===== src/hw/rtl/plqm_pkg.sv =====
// Package for the pooled linked queue manager: transaction payloads, operation
// codes, controller states, micro-operations and the controller/datapath bundles.
// No dependencies.
`default_nettype none

package plqm_pkg;

  localparam int unsigned POOL_SIZE_DEF  = 32;
  localparam int unsigned NUM_QUEUES_DEF = 8;

  typedef enum logic [3:0] {
    FN_ALLOC        = 4'd0,
    FN_FREE         = 4'd1,
    FN_INSERT       = 4'd2,
    FN_REMOVE_HEAD  = 4'd3,
    FN_REMOVE_ENTRY = 4'd4,
    FN_HEAD         = 4'd5,
    FN_ADD_CHILD    = 4'd6,
    FN_REMOVE_CHILD = 4'd7,
    FN_DETACH       = 4'd8,
    FN_CHILD_QUERY  = 4'd9
  } func_e;

  typedef struct packed {
    logic [3:0] func;
    logic [2:0] queue_id;
    logic [4:0] entry;
    logic [4:0] parent;
  } plqm_in_t;

  typedef struct packed {
    logic [4:0] result_entry;
    logic       is_null;
  } plqm_out_t;

  typedef enum logic [4:0] {
    ST_IDLE,
    ST_AL_RD,
    ST_AL_WR,
    ST_FREE,
    ST_TAIL_RD,
    ST_TAIL,
    ST_INS_LINK,
    ST_INS_TAIL,
    ST_HEAD,
    ST_RH_CAP,
    ST_RH_FIX,
    ST_WALK,
    ST_WALK_STEP,
    ST_RE_LINK,
    ST_RE_CLR,
    ST_PAR_RD,
    ST_PAR_CAP,
    ST_FIN
  } plqm_state_e;

  typedef enum logic [4:0] {
    UOP_NONE,
    UOP_ALLOC_RD,
    UOP_ALLOC_WR,
    UOP_FREE,
    UOP_TAIL_RD,
    UOP_CQ_CAP,
    UOP_INS_EMPTY,
    UOP_TAIL_CAP_RDN,
    UOP_INS_LINK,
    UOP_INS_TAIL,
    UOP_HEAD_CAP,
    UOP_RH_CAP,
    UOP_RH_FIX,
    UOP_WALK_INIT,
    UOP_WALK_RD,
    UOP_WALK_STEP,
    UOP_RE_RD,
    UOP_RE_LINK,
    UOP_RE_CLR,
    UOP_PAR_RD,
    UOP_PAR_CAP
  } plqm_uop_e;

  typedef struct packed {
    logic      load;
    logic      emit;
    plqm_uop_e uop;
  } plqm_cmd_t;

  typedef struct packed {
    func_e func;
    logic  e_ok;
    logic  par_ok;
    logic  q_ok;
    logic  fh_null;
    logic  tail_null;
    logic  nrd_null;
    logic  nrd_is_t;
    logic  walk_hit;
    logic  steps_max;
    logic  par_null;
    logic  out_busy;
  } plqm_stat_t;

endpackage

`default_nettype wire


===== src/hw/rtl/plqm_ram.sv =====
// Generic single-write, single-read RAM with registered read data.
// No dependencies.
`default_nettype none

module plqm_ram #(
  parameter int unsigned WIDTH = 8,
  parameter int unsigned DEPTH = 32
) (
  input  wire logic                     clk_i,
  input  wire logic                     we_i,
  input  wire logic [$clog2(DEPTH)-1:0] waddr_i,
  input  wire logic [WIDTH-1:0]         wdata_i,
  input  wire logic                     re_i,
  input  wire logic [$clog2(DEPTH)-1:0] raddr_i,
  output logic      [WIDTH-1:0]         rdata_o
);

  logic [WIDTH-1:0] mem_q [DEPTH];
  logic [WIDTH-1:0] rdata_q;

  always_ff @(posedge clk_i) begin
    if (we_i) begin
      mem_q[waddr_i] <= wdata_i;
    end
    if (re_i) begin
      rdata_q <= mem_q[raddr_i];
    end
  end

  assign rdata_o = rdata_q;

endmodule

`default_nettype wire


===== src/hw/rtl/plqm_ctrl.sv =====
// Controller of the pooled linked queue manager: sequences the micro-operations
// of each transaction. Depends on plqm_pkg.
`default_nettype none

module plqm_ctrl import plqm_pkg::*; (
  input  wire logic       clk_i,
  input  wire logic       rst_ni,
  input  wire logic       in_valid_i,
  input  wire plqm_stat_t stat_i,
  output logic            in_stall_o,
  output plqm_cmd_t       cmd_o
);

  plqm_state_e state_q, state_d;
  func_e       op_q, op_d;

  always_ff @(posedge clk_i or negedge rst_ni) begin
    if (!rst_ni) begin
      state_q <= ST_IDLE;
      op_q    <= FN_ALLOC;
    end else begin
      state_q <= state_d;
      op_q    <= op_d;
    end
  end

  always_comb begin
    state_d    = state_q;
    op_d       = op_q;
    cmd_o      = '{load: 1'b0, emit: 1'b0, uop: UOP_NONE};
    in_stall_o = (state_q != ST_IDLE);
    case (state_q)
      ST_IDLE: begin
        if (in_valid_i) begin
          cmd_o.load = 1'b1;
          op_d       = stat_i.func;
          case (stat_i.func)
            FN_ALLOC:        state_d = ST_AL_RD;
            FN_FREE:         state_d = stat_i.e_ok ? ST_FREE : ST_FIN;
            FN_INSERT,
            FN_REMOVE_ENTRY: state_d = (stat_i.e_ok && stat_i.q_ok) ? ST_TAIL_RD : ST_FIN;
            FN_REMOVE_HEAD,
            FN_HEAD:         state_d = stat_i.q_ok ? ST_TAIL_RD : ST_FIN;
            FN_ADD_CHILD:    state_d = (stat_i.e_ok && stat_i.par_ok) ? ST_TAIL_RD : ST_FIN;
            FN_REMOVE_CHILD,
            FN_CHILD_QUERY:  state_d = stat_i.par_ok ? ST_TAIL_RD : ST_FIN;
            FN_DETACH:       state_d = stat_i.e_ok ? ST_PAR_RD : ST_FIN;
            default:         state_d = ST_FIN;
          endcase
        end
      end
      ST_AL_RD: begin
        if (stat_i.fh_null) begin
          state_d = ST_FIN;
        end else begin
          cmd_o.uop = UOP_ALLOC_RD;
          state_d   = ST_AL_WR;
        end
      end
      ST_AL_WR: begin
        cmd_o.uop = UOP_ALLOC_WR;
        state_d   = ST_FIN;
      end
      ST_FREE: begin
        cmd_o.uop = UOP_FREE;
        state_d   = ST_FIN;
      end
      ST_TAIL_RD: begin
        cmd_o.uop = UOP_TAIL_RD;
        state_d   = ST_TAIL;
      end
      ST_TAIL: begin
        case (op_q)
          FN_CHILD_QUERY: begin
            cmd_o.uop = UOP_CQ_CAP;
            state_d   = ST_FIN;
          end
          FN_INSERT, FN_ADD_CHILD: begin
            if (stat_i.tail_null) begin
              cmd_o.uop = UOP_INS_EMPTY;
              state_d   = ST_FIN;
            end else begin
              cmd_o.uop = UOP_TAIL_CAP_RDN;
              state_d   = ST_INS_LINK;
            end
          end
          FN_REMOVE_HEAD, FN_REMOVE_CHILD, FN_HEAD: begin
            if (stat_i.tail_null) begin
              state_d = ST_FIN;
            end else begin
              cmd_o.uop = UOP_TAIL_CAP_RDN;
              state_d   = (op_q == FN_HEAD) ? ST_HEAD : ST_RH_CAP;
            end
          end
          FN_REMOVE_ENTRY, FN_DETACH: begin
            if (stat_i.tail_null) begin
              state_d = ST_FIN;
            end else begin
              cmd_o.uop = UOP_WALK_INIT;
              state_d   = ST_WALK;
            end
          end
          default: state_d = ST_FIN;
        endcase
      end
      ST_INS_LINK: begin
        cmd_o.uop = UOP_INS_LINK;
        state_d   = ST_INS_TAIL;
      end
      ST_INS_TAIL: begin
        cmd_o.uop = UOP_INS_TAIL;
        state_d   = ST_FIN;
      end
      ST_HEAD: begin
        cmd_o.uop = UOP_HEAD_CAP;
        state_d   = ST_FIN;
      end
      ST_RH_CAP: begin
        if (stat_i.nrd_null) begin
          state_d = ST_FIN;
        end else begin
          cmd_o.uop = UOP_RH_CAP;
          state_d   = ST_RH_FIX;
        end
      end
      ST_RH_FIX: begin
        cmd_o.uop = UOP_RH_FIX;
        state_d   = ST_FIN;
      end
      ST_WALK: begin
        if (stat_i.walk_hit) begin
          cmd_o.uop = UOP_RE_RD;
          state_d   = ST_RE_LINK;
        end else if (stat_i.steps_max) begin
          state_d = ST_FIN;
        end else begin
          cmd_o.uop = UOP_WALK_RD;
          state_d   = ST_WALK_STEP;
        end
      end
      ST_WALK_STEP: begin
        if (stat_i.nrd_null || stat_i.nrd_is_t) begin
          state_d = ST_FIN;
        end else begin
          cmd_o.uop = UOP_WALK_STEP;
          state_d   = ST_WALK;
        end
      end
      ST_RE_LINK: begin
        cmd_o.uop = UOP_RE_LINK;
        state_d   = ST_RE_CLR;
      end
      ST_RE_CLR: begin
        cmd_o.uop = UOP_RE_CLR;
        state_d   = ST_FIN;
      end
      ST_PAR_RD: begin
        cmd_o.uop = UOP_PAR_RD;
        state_d   = ST_PAR_CAP;
      end
      ST_PAR_CAP: begin
        if (stat_i.par_null) begin
          state_d = ST_FIN;
        end else begin
          cmd_o.uop = UOP_PAR_CAP;
          state_d   = ST_TAIL_RD;
        end
      end
      ST_FIN: begin
        if (!stat_i.out_busy) begin
          cmd_o.emit = 1'b1;
          state_d    = ST_IDLE;
        end
      end
      default: state_d = ST_IDLE;
    endcase
  end

endmodule

`default_nettype wire


===== src/hw/rtl/plqm_dpath.sv =====
// Datapath of the pooled linked queue manager: link RAMs, valid bits, queue
// tails, free-list head, work registers and output register.
// Depends on plqm_pkg and plqm_ram.
`default_nettype none

module plqm_dpath import plqm_pkg::*; #(
  parameter int unsigned POOL_SIZE  = POOL_SIZE_DEF,
  parameter int unsigned NUM_QUEUES = NUM_QUEUES_DEF
) (
  input  wire logic      clk_i,
  input  wire logic      rst_ni,
  input  wire plqm_in_t  in_data_i,
  input  wire logic      out_stall_i,
  input  wire plqm_cmd_t cmd_i,
  output plqm_stat_t     stat_o,
  output logic           out_valid_o,
  output plqm_out_t      out_data_o
);

  localparam int unsigned IW = $clog2(POOL_SIZE);
  localparam int unsigned LW = IW + 1;
  localparam int unsigned QW = (NUM_QUEUES > 1) ? $clog2(NUM_QUEUES) : 1;
  localparam int unsigned SW = $clog2(POOL_SIZE + 1);
  localparam logic [LW-1:0] NIL = {1'b1, {IW{1'b0}}};

  // link values carry a null flag in the top bit
  logic [LW-1:0] fh_q;
  logic [LW-1:0] qt_q [NUM_QUEUES];
  logic [POOL_SIZE-1:0] nv_q, par_v_q, cv_q;

  logic [IW-1:0] e_q, ptr_q;
  logic [QW-1:0] qidx_q;
  logic          chld_q;
  logic [LW-1:0] res_q, t_q, walk_q, nx_q, rm_q, pv_q;
  logic [SW-1:0] steps_q;
  logic [IW-1:0] n_raddr_q, c_raddr_q, pa_raddr_q;
  logic          out_valid_q;
  plqm_out_t     out_q;

  logic          n_we, n_re, p_we, p_re, pa_we, pa_re, c_re, tail_we;
  logic [IW-1:0] n_wa, n_ra, p_wa, p_ra, pa_wa, pa_ra, c_ra;
  logic [LW-1:0] n_wd, p_wd, tail_wd, n_rdata, prd;
  logic [IW-1:0] pa_wd, pa_rdata, c_rdata;
  logic [LW-1:0] nrd, tail_v, pa_rd;
  logic [LW-1:0] e_link;
  func_e         in_func;

  assign e_link  = {1'b0, e_q};
  assign in_func = func_e'(in_data_i.func);

  plqm_ram #(.WIDTH(LW), .DEPTH(POOL_SIZE)) u_next_ram (
    .clk_i, .we_i(n_we), .waddr_i(n_wa), .wdata_i(n_wd),
    .re_i(n_re), .raddr_i(n_ra), .rdata_o(n_rdata)
  );
  plqm_ram #(.WIDTH(LW), .DEPTH(POOL_SIZE)) u_prev_ram (
    .clk_i, .we_i(p_we), .waddr_i(p_wa), .wdata_i(p_wd),
    .re_i(p_re), .raddr_i(p_ra), .rdata_o(prd)
  );
  plqm_ram #(.WIDTH(IW), .DEPTH(POOL_SIZE)) u_parent_ram (
    .clk_i, .we_i(pa_we), .waddr_i(pa_wa), .wdata_i(pa_wd),
    .re_i(pa_re), .raddr_i(pa_ra), .rdata_o(pa_rdata)
  );
  plqm_ram #(.WIDTH(IW), .DEPTH(POOL_SIZE)) u_child_ram (
    .clk_i, .we_i(chld_q && tail_we && !tail_wd[IW]), .waddr_i(ptr_q),
    .wdata_i(tail_wd[IW-1:0]), .re_i(c_re), .raddr_i(c_ra), .rdata_o(c_rdata)
  );

  // unwritten next links read as their reset chain
  always_comb begin
    if (nv_q[n_raddr_q]) begin
      nrd = n_rdata;
    end else if (32'(n_raddr_q) == POOL_SIZE - 1) begin
      nrd = NIL;
    end else begin
      nrd = {1'b0, IW'(n_raddr_q + 1'b1)};
    end
  end

  assign pa_rd  = par_v_q[pa_raddr_q] ? {1'b0, pa_rdata} : NIL;
  assign tail_v = chld_q ? (cv_q[c_raddr_q] ? {1'b0, c_rdata} : NIL) : qt_q[qidx_q];

  always_comb begin
    n_we = 1'b0; n_wa = e_q; n_wd = NIL; n_re = 1'b0; n_ra = e_q;
    p_we = 1'b0; p_wa = e_q; p_wd = NIL; p_re = 1'b0; p_ra = e_q;
    pa_we = 1'b0; pa_wa = e_q; pa_wd = ptr_q; pa_re = 1'b0; pa_ra = e_q;
    c_re = 1'b0; c_ra = ptr_q;
    tail_we = 1'b0; tail_wd = NIL;
    case (cmd_i.uop)
      UOP_ALLOC_RD: begin
        n_re = 1'b1; n_ra = fh_q[IW-1:0];
      end
      UOP_ALLOC_WR: begin
        n_we = 1'b1; n_wa = fh_q[IW-1:0]; n_wd = NIL;
        p_we = 1'b1; p_wa = fh_q[IW-1:0]; p_wd = NIL;
      end
      UOP_FREE: begin
        n_we = 1'b1; n_wd = fh_q;
      end
      UOP_TAIL_RD: begin
        c_re = 1'b1;
      end
      UOP_INS_EMPTY: begin
        n_we = 1'b1; n_wd = e_link;
        p_we = 1'b1; p_wd = e_link;
        tail_we = 1'b1; tail_wd = e_link;
        pa_we = chld_q;
      end
      UOP_TAIL_CAP_RDN: begin
        n_re = 1'b1; n_ra = tail_v[IW-1:0];
      end
      UOP_INS_LINK: begin
        n_we = 1'b1; n_wd = nrd;
        p_we = 1'b1; p_wd = t_q;
      end
      UOP_INS_TAIL: begin
        p_we = !nx_q[IW]; p_wa = nx_q[IW-1:0]; p_wd = e_link;
        n_we = 1'b1; n_wa = t_q[IW-1:0]; n_wd = e_link;
        tail_we = 1'b1; tail_wd = e_link;
        pa_we = chld_q;
      end
      UOP_RH_CAP: begin
        n_re = 1'b1; n_ra = nrd[IW-1:0];
      end
      UOP_RH_FIX: begin
        n_we = 1'b1; n_wa = t_q[IW-1:0]; n_wd = nrd;
        p_we = !nrd[IW]; p_wa = nrd[IW-1:0]; p_wd = t_q;
        tail_we = (rm_q == t_q); tail_wd = NIL;
      end
      UOP_WALK_RD: begin
        n_re = 1'b1; n_ra = walk_q[IW-1:0];
      end
      UOP_RE_RD: begin
        n_re = 1'b1; p_re = 1'b1;
      end
      UOP_RE_LINK: begin
        p_we = !nrd[IW]; p_wa = nrd[IW-1:0]; p_wd = prd;
        n_we = !prd[IW]; n_wa = prd[IW-1:0]; n_wd = nrd;
      end
      UOP_RE_CLR: begin
        n_we = 1'b1; n_wd = NIL;
        p_we = 1'b1; p_wd = NIL;
        tail_we = (t_q == e_link);
        tail_wd = (pv_q == e_link) ? NIL : pv_q;
      end
      UOP_PAR_RD: begin
        pa_re = 1'b1;
      end
      default: ;
    endcase
  end

  // control state: free-list head, queue tails, valid bits, output valid
  always_ff @(posedge clk_i or negedge rst_ni) begin
    if (!rst_ni) begin
      fh_q        <= {1'b0, {IW{1'b0}}};
      nv_q        <= '0;
      par_v_q     <= '0;
      cv_q        <= '0;
      out_valid_q <= 1'b0;
      for (int i = 0; i < NUM_QUEUES; i++) begin
        qt_q[i] <= NIL;
      end
    end else begin
      if (cmd_i.uop == UOP_ALLOC_WR) begin
        fh_q                    <= nrd;
        par_v_q[fh_q[IW-1:0]]   <= 1'b0;
        cv_q[fh_q[IW-1:0]]      <= 1'b0;
      end else if (cmd_i.uop == UOP_FREE) begin
        fh_q <= e_link;
      end
      if (n_we) begin
        nv_q[n_wa] <= 1'b1;
      end
      if (pa_we) begin
        par_v_q[pa_wa] <= 1'b1;
      end
      if (tail_we) begin
        if (chld_q) begin
          cv_q[ptr_q] <= !tail_wd[IW];
        end else begin
          qt_q[qidx_q] <= tail_wd;
        end
      end
      if (cmd_i.emit) begin
        out_valid_q <= 1'b1;
      end else if (!out_stall_i) begin
        out_valid_q <= 1'b0;
      end
    end
  end

  // work registers
  always_ff @(posedge clk_i) begin
    if (n_re) n_raddr_q <= n_ra;
    if (c_re) c_raddr_q <= c_ra;
    if (pa_re) pa_raddr_q <= pa_ra;
    if (cmd_i.load) begin
      e_q    <= IW'(in_data_i.entry);
      ptr_q  <= IW'(in_data_i.parent);
      qidx_q <= QW'(in_data_i.queue_id);
      chld_q <= (in_func == FN_ADD_CHILD) || (in_func == FN_REMOVE_CHILD) ||
                (in_func == FN_DETACH) || (in_func == FN_CHILD_QUERY);
      res_q  <= NIL;
    end
    if (cmd_i.emit) begin
      out_q.result_entry <= res_q[IW] ? 5'd0 : 5'(res_q[IW-1:0]);
      out_q.is_null      <= res_q[IW];
    end
    case (cmd_i.uop)
      UOP_ALLOC_WR:     res_q <= fh_q;
      UOP_CQ_CAP:       res_q <= {tail_v[IW], {IW{1'b0}}};
      UOP_TAIL_CAP_RDN: t_q <= tail_v;
      UOP_INS_LINK:     nx_q <= nrd;
      UOP_HEAD_CAP:     res_q <= nrd;
      UOP_RH_CAP:       rm_q <= nrd;
      UOP_RH_FIX:       res_q <= rm_q;
      UOP_WALK_INIT: begin
        t_q     <= tail_v;
        walk_q  <= tail_v;
        steps_q <= '0;
      end
      UOP_WALK_STEP: begin
        walk_q  <= nrd;
        steps_q <= steps_q + 1'b1;
      end
      UOP_RE_LINK:      pv_q <= prd;
      UOP_RE_CLR:       res_q <= e_link;
      UOP_PAR_CAP:      ptr_q <= pa_rd[IW-1:0];
      default: ;
    endcase
  end

  always_comb begin
    stat_o.func      = in_func;
    stat_o.e_ok      = 32'(in_data_i.entry) < POOL_SIZE;
    stat_o.par_ok    = 32'(in_data_i.parent) < POOL_SIZE;
    stat_o.q_ok      = 32'(in_data_i.queue_id) < NUM_QUEUES;
    stat_o.fh_null   = fh_q[IW];
    stat_o.tail_null = tail_v[IW];
    stat_o.nrd_null  = nrd[IW];
    stat_o.nrd_is_t  = (nrd == t_q);
    stat_o.walk_hit  = (walk_q == e_link);
    stat_o.steps_max = (steps_q == SW'(POOL_SIZE));
    stat_o.par_null  = pa_rd[IW];
    stat_o.out_busy  = out_valid_q && out_stall_i;
  end

  assign out_valid_o = out_valid_q;
  assign out_data_o  = out_q;

endmodule

`default_nettype wire


===== src/hw/rtl/pooled_linked_queue_manager_unit.sv =====
// Top level of the pooled linked queue manager: controller plus datapath.
// Depends on plqm_pkg, plqm_ctrl, plqm_dpath (and plqm_ram below it).
//
//   channel  direction  handshake               payload
//   in       input      in_valid_i / in_stall_o  in_data_i  (plqm_in_t)
//   out      output     out_valid_o / out_stall_i out_data_o (plqm_out_t)
//
// One transaction is taken at a time. Remove entry and detach also search for
// the entry, starting at the tail and following one next link per step. Every
// dependent link hop has to pass through the single registered read port on
// each link RAM, which sets the pace of each transaction.
// Reset is immediate: the free chain and empty child lists come from valid bits, and queue tails reset to null.
// A result held under out_stall_i does not block the next input transaction;
// only a second finished result waits for the output register to drain.
`default_nettype none

module pooled_linked_queue_manager_unit import plqm_pkg::*; #(
  parameter int unsigned POOL_SIZE  = POOL_SIZE_DEF,
  parameter int unsigned NUM_QUEUES = NUM_QUEUES_DEF
) (
  input  wire logic     clk_i,
  input  wire logic     rst_ni,
  input  wire logic     in_valid_i,
  output logic          in_stall_o,
  input  wire plqm_in_t in_data_i,
  output logic          out_valid_o,
  input  wire logic     out_stall_i,
  output plqm_out_t     out_data_o
);

  plqm_cmd_t  cmd;
  plqm_stat_t stat;

  // sequence the micro-operations of each transaction
  plqm_ctrl u_ctrl (
    .clk_i,
    .rst_ni,
    .in_valid_i,
    .stat_i    (stat),
    .in_stall_o,
    .cmd_o     (cmd)
  );

  // hold the link memories and advance the work registers
  plqm_dpath #(
    .POOL_SIZE (POOL_SIZE),
    .NUM_QUEUES(NUM_QUEUES)
  ) u_dpath (
    .clk_i,
    .rst_ni,
    .in_data_i,
    .out_stall_i,
    .cmd_i      (cmd),
    .stat_o     (stat),
    .out_valid_o,
    .out_data_o
  );

endmodule

`default_nettype wire

===== config.mk =====
export PLATFORM = sky130hd
export DESIGN_NAME = pooled_linked_queue_manager_unit
export DESIGN_NICKNAME = d
export VERILOG_FILES = /design/src/hw/rtl/plqm_pkg.sv /design/src/hw/rtl/plqm_ram.sv /design/src/hw/rtl/plqm_ctrl.sv /design/src/hw/rtl/plqm_dpath.sv /design/src/hw/rtl/pooled_linked_queue_manager_unit.sv
export SDC_FILE = /design/constraint.sdc
export NUM_CORES = 1
export LEC_CHECK = 0
export BUFFER_PORTS_ARGS = -buffer_cell sky130_fd_sc_hd__buf_2
export CAP_MARGIN = 20
export CORE_MARGIN = 1.5
export CORE_UTILIZATION = 50
export DETAILED_ROUTE_END_ITERATION = 8
export GPL_TIMING_DRIVEN = 0
export PLACE_DENSITY = 0.71
export SLEW_MARGIN = 20
export SYNTH_ARGS = -nofsm -noshare
export SYNTH_HDL_FRONTEND = slang
export SYNTH_SLANG_ARGS = --single-unit

===== constraint.sdc =====
create_clock -name clk_i -period 4.4 [get_ports clk_i]
set_clock_uncertainty 0.1 [all_clocks]
set_input_delay 0.88 -clock clk_i [delete_from_list [all_inputs] [get_ports clk_i]]
set_output_delay 0.88 -clock clk_i [all_outputs]
set_load 0.01 [all_outputs]

==> results.yml <==
outcome:
  status: "complete, but fails checks"
  violations: "design-rule violations, negative setup slack"
setup_path:
  startpoint_type: "register"
  cp_cell_sequence: "buf_6 -> buf_12 -> mux2i_2 -> a22o_2 -> o32a_4 -> buf_4 -> nand4_1 -> nand3_2 -> a311o_1 -> o41ai_4 -> buf_4 -> buf_6 -> o211ai_1 -> buf_4 -> or3_4 -> nor2_4"
  critPathBufInv: 6
  crit_arrival_ns: 4.70
  cp-startpoint: "u_dpath.n_raddr_q[1]$_DFFE_PP_"
  worstReg2RegEnd: "u_dpath.u_child_ram.mem_q[23][3]$_DFFE_PP_"
  worst_path_max_delay_cell: "or3_4"
  reg2reg_depth: 16
  crit_cells: 16
  path_class: "reg2reg"
  critPathRequiredTime_ns: 4.64
  max_stage_delay_ns: 0.47
  crit_top_cell: "buf_4"
  path_max_fanout: 5
  critPathCaptureType: "register"
  regToRegSetupSlack_ns: -0.06
  critical-path-top-delay-family: "compound AO/OA/AOI/OAI gates"
  rr_startpoint: "u_dpath.n_raddr_q[1]$_DFFE_PP_"
  crit_end: "u_dpath.u_child_ram.mem_q[23][3]$_DFFE_PP_"
hold_path:
  hold_path_class: "in2async"
cts:
  cts_buffers: 95
  path_clk_slew_ns: 0.07
  clock_latency_ns: 0.68
  cts-root-buf: "clkbuf_16"
  clk_path_buf_depth: 3
  clock-sinks: 963
  ctsHtreeMaxLevel: 3
  tritoncts: "done"
finish:
  layout-drive-gt1-share: 0.3042
  nNetsFinal: 2893
  stdcell_area_mm2: 0.04909
  diodes: 0
  area_growth_pct: 20.06
  fin_cells: 4009
timing:
  fin_ws_ns: -0.06309
  finalCriticalPeriod_ns: 4.463
  max_freq_mhz: 224.1
  rsz0062_at_grt: "yes"
  tightest_slew_ns: 1.150
  finalHoldViolations: 0
  maxSlewHeadroom: 0.2330
  final_max_slew_viol_count: 0
  fin_crit_sh: 1.014
  setup_viol: 104
yosys:
  synth-edff-count: 803
  syn_nets: 2649
  syn_area_mm2: 0.04089
  synthFlopType: "edfxtp_1"
  ys_types: 89
  synth-seq-cells: 963
  syn_inst: 2624
  async_flop_share: 0.1661
  syn_avg_cell_area_um2: 15.58
  synth_seq_area_share: 0.6879
  yosys_warnings: 0
floorplan:
  die_x_um: 289.0
  num_io_pins: 29
  initial_core_util: 0.5068
  coreArea_mm2: 0.08068
  dieArea_mm2: 0.08350
  die_h_um: 289.0
  rows: 104
grt:
  grt_max_degree: 85
  antenna_found_initial: 2
  grt_pass1_wl_mm: 162.7
  grt_usage: 0.2615
  grt_overflow: 0
  grt_pass1_vias: 25530
routing:
  wl_mm: 109.9
  vias_per_cell: 6.468
  drc: 1
  vias: 25930
  wl_per_cell_um: 27.40
  antenna_left: 0
  drtPass1Iterations: 9
  drtIter0Drc: 3032
place:
  portBuffers: 28
  dp.cells: 3733
  gp_congestion: 0.9435
  hpwlAfterDp_mm: 73.88
  postPlaceCellArea_mm2: 0.04268
power_and_ir_drop:
  finalPower_mw: 27.92
  max-vdd-ir-drop_v: 0.0003556
  power_leakage_nw: 17.17
  p_per_area_mw_per_mm2: 568.8
run:
  cap_violations: 0
synthesized netlist by cell type (15+ instances only):
cell type  number  area, um^2
o21bai_1       19       142.6
a21o_1         30       225.2
mux2i_1        82       820.8
nand2_1       213       799.5
buf_2          19       95.09
o211ai_1       48       360.4
and2_1         18       112.6
mux4_2        156        3513
nand3_1        64       320.3
edfxtp_1      803       24110
or3_1          15       93.84
nor2_1        219       822.0
a22oi_1        93       698.2
a31oi_1        17       106.4
o31ai_1        30       225.2
nor4_1         15       93.84
buf_1          17       63.81
inv_1          36       135.1
xnor2_1        16       140.1
nand4_1        24       150.1
nor3_1         23       115.1
o21ai_0        41       205.2
dfrtp_1       152        3804
nand2b_1       15       93.84
nor2b_1        22       137.6
a21oi_1        37       185.2
clkbuf_1      100       375.4
mux2_2         59       664.4
power by group:
group / internal [mW] / switching, mW / total [mW] / leakage, nW
Clock: 4.88 / 3.62 / 8.50 / 1.59
Sequential: 10.7 / 0.407 / 11.1 / 9.90
Combinational: 3.12 / 5.18 / 8.30 / 5.69
Total: 18.7 / 9.20 / 27.9 / 17.2
sequential cells by signal, indices dropped and copies added, names as in the netlist, 32 cells and up:
register and flops:
u_dpath.cv_q 32, u_dpath.nv_q 32, u_dpath.qt_q 48, u_dpath.u_parent_ram.mem_q 160, u_dpath.u_next_ram.mem_q 192, u_dpath.u_child_ram.mem_q 160, u_dpath.u_prev_ram.mem_q 192, u_dpath.par_v_q 32
what timing repair did:
| item | CTS | global route |
|---|---|---|
| pin swaps | 36 | 75 |
| resized for setup | 377 | 135 |
| setup buffers | 41 | 59 |
| cloned | 2 | 5 |
| setup endpoints to repair | 1422 | 1280 |
| hold buffers | 0 | 0 |
cells in the final DEF, fill, tap and decap left out, types with 48 or more instances in the layout:
cell type	Yosys	layout
a22oi_1	93	89
buf_4	3	104
clkbuf_1	100	79
clkbuf_16	0	100
dfrtp_1	152	152
edfxtp_1	803	803
mux2_2	59	59
mux2i_1	82	61
mux4_2	156	156
nand2_1	213	200
nand3_1	64	52
nor2_1	219	82
nor2_4	8	135
o211ai_1	48	48
worst min-delay path by stage:
stage                                      start                               to  slack, ns  cells after the start
floorplan               u_dpath.e_q[0]$_DFFE_PP_  u_dpath.pa_raddr_q[0]$_DFFE_PN_       0.32                      0
detailed placement   u_dpath.nv_q[4]$_DFFE_PN0P_      u_dpath.nv_q[4]$_DFFE_PN0P_       0.35                      1
finish                                    rst_ni        u_dpath.cv_q[0]$_DFF_PN0_       0.08                      1
global route                              rst_ni       u_dpath.cv_q[20]$_DFF_PN0_       0.14                      1
global placement    u_dpath.nv_q[16]$_DFFE_PN0P_     u_dpath.nv_q[16]$_DFFE_PN0P_       0.35                      1
CTS                                       rst_ni       u_dpath.cv_q[20]$_DFF_PN0_       0.09                      1
per-stage QoR:
stage               utilization  setup WS [ns]  TNS (ns)  hold WS (ns)
floorplan                     -         0.1048         0        0.3244
global placement         0.5250         -2.012  -1929.40        0.3466
detailed placement       0.5290         -1.450  -1209.66        0.3530
CTS                      0.5940        -0.1838    -45.32       0.08632
global route             0.6085        -0.1632    -27.80        0.1367
finish                   0.6085       -0.06309    -2.687       0.08431
cell type report:
cell class | count | area [um^2]
clock buffer | 109 | 2481
timing repair buffer | 158 | 1450
inverter | 40 | 157.7
multi-input combinational | 1475 | 13910
buffer | 135 | 805.8
fill | 5751 | 31590
clock inverter | 69 | 829.5
sequential | 963 | 28130
tap | 1060 | 1326
kinds of logic after synthesis:
group	synth area share
flip-flops	0.6879
XOR/XNOR	0.005997
AO/OA/AOI/OAI	0.07711
buffers and inverters	0.02050
multiplexers	0.1255
adder cells (fa/ha/maj)	0.001224
AND/OR/NAND/NOR	0.08182
layer usage:
layer / GRT usage / routed length, um / up-vias
met3: 0.04835 / 10240 / 235
met2: 0.4089 / 51620 / 1474
li1: - / - / 10840
met5: 0 / 26 / -
met4: 0.08346 / 3120 / 4
met1: 0.3748 / 44850 / 13380
(Power assumes the default switching activity.)
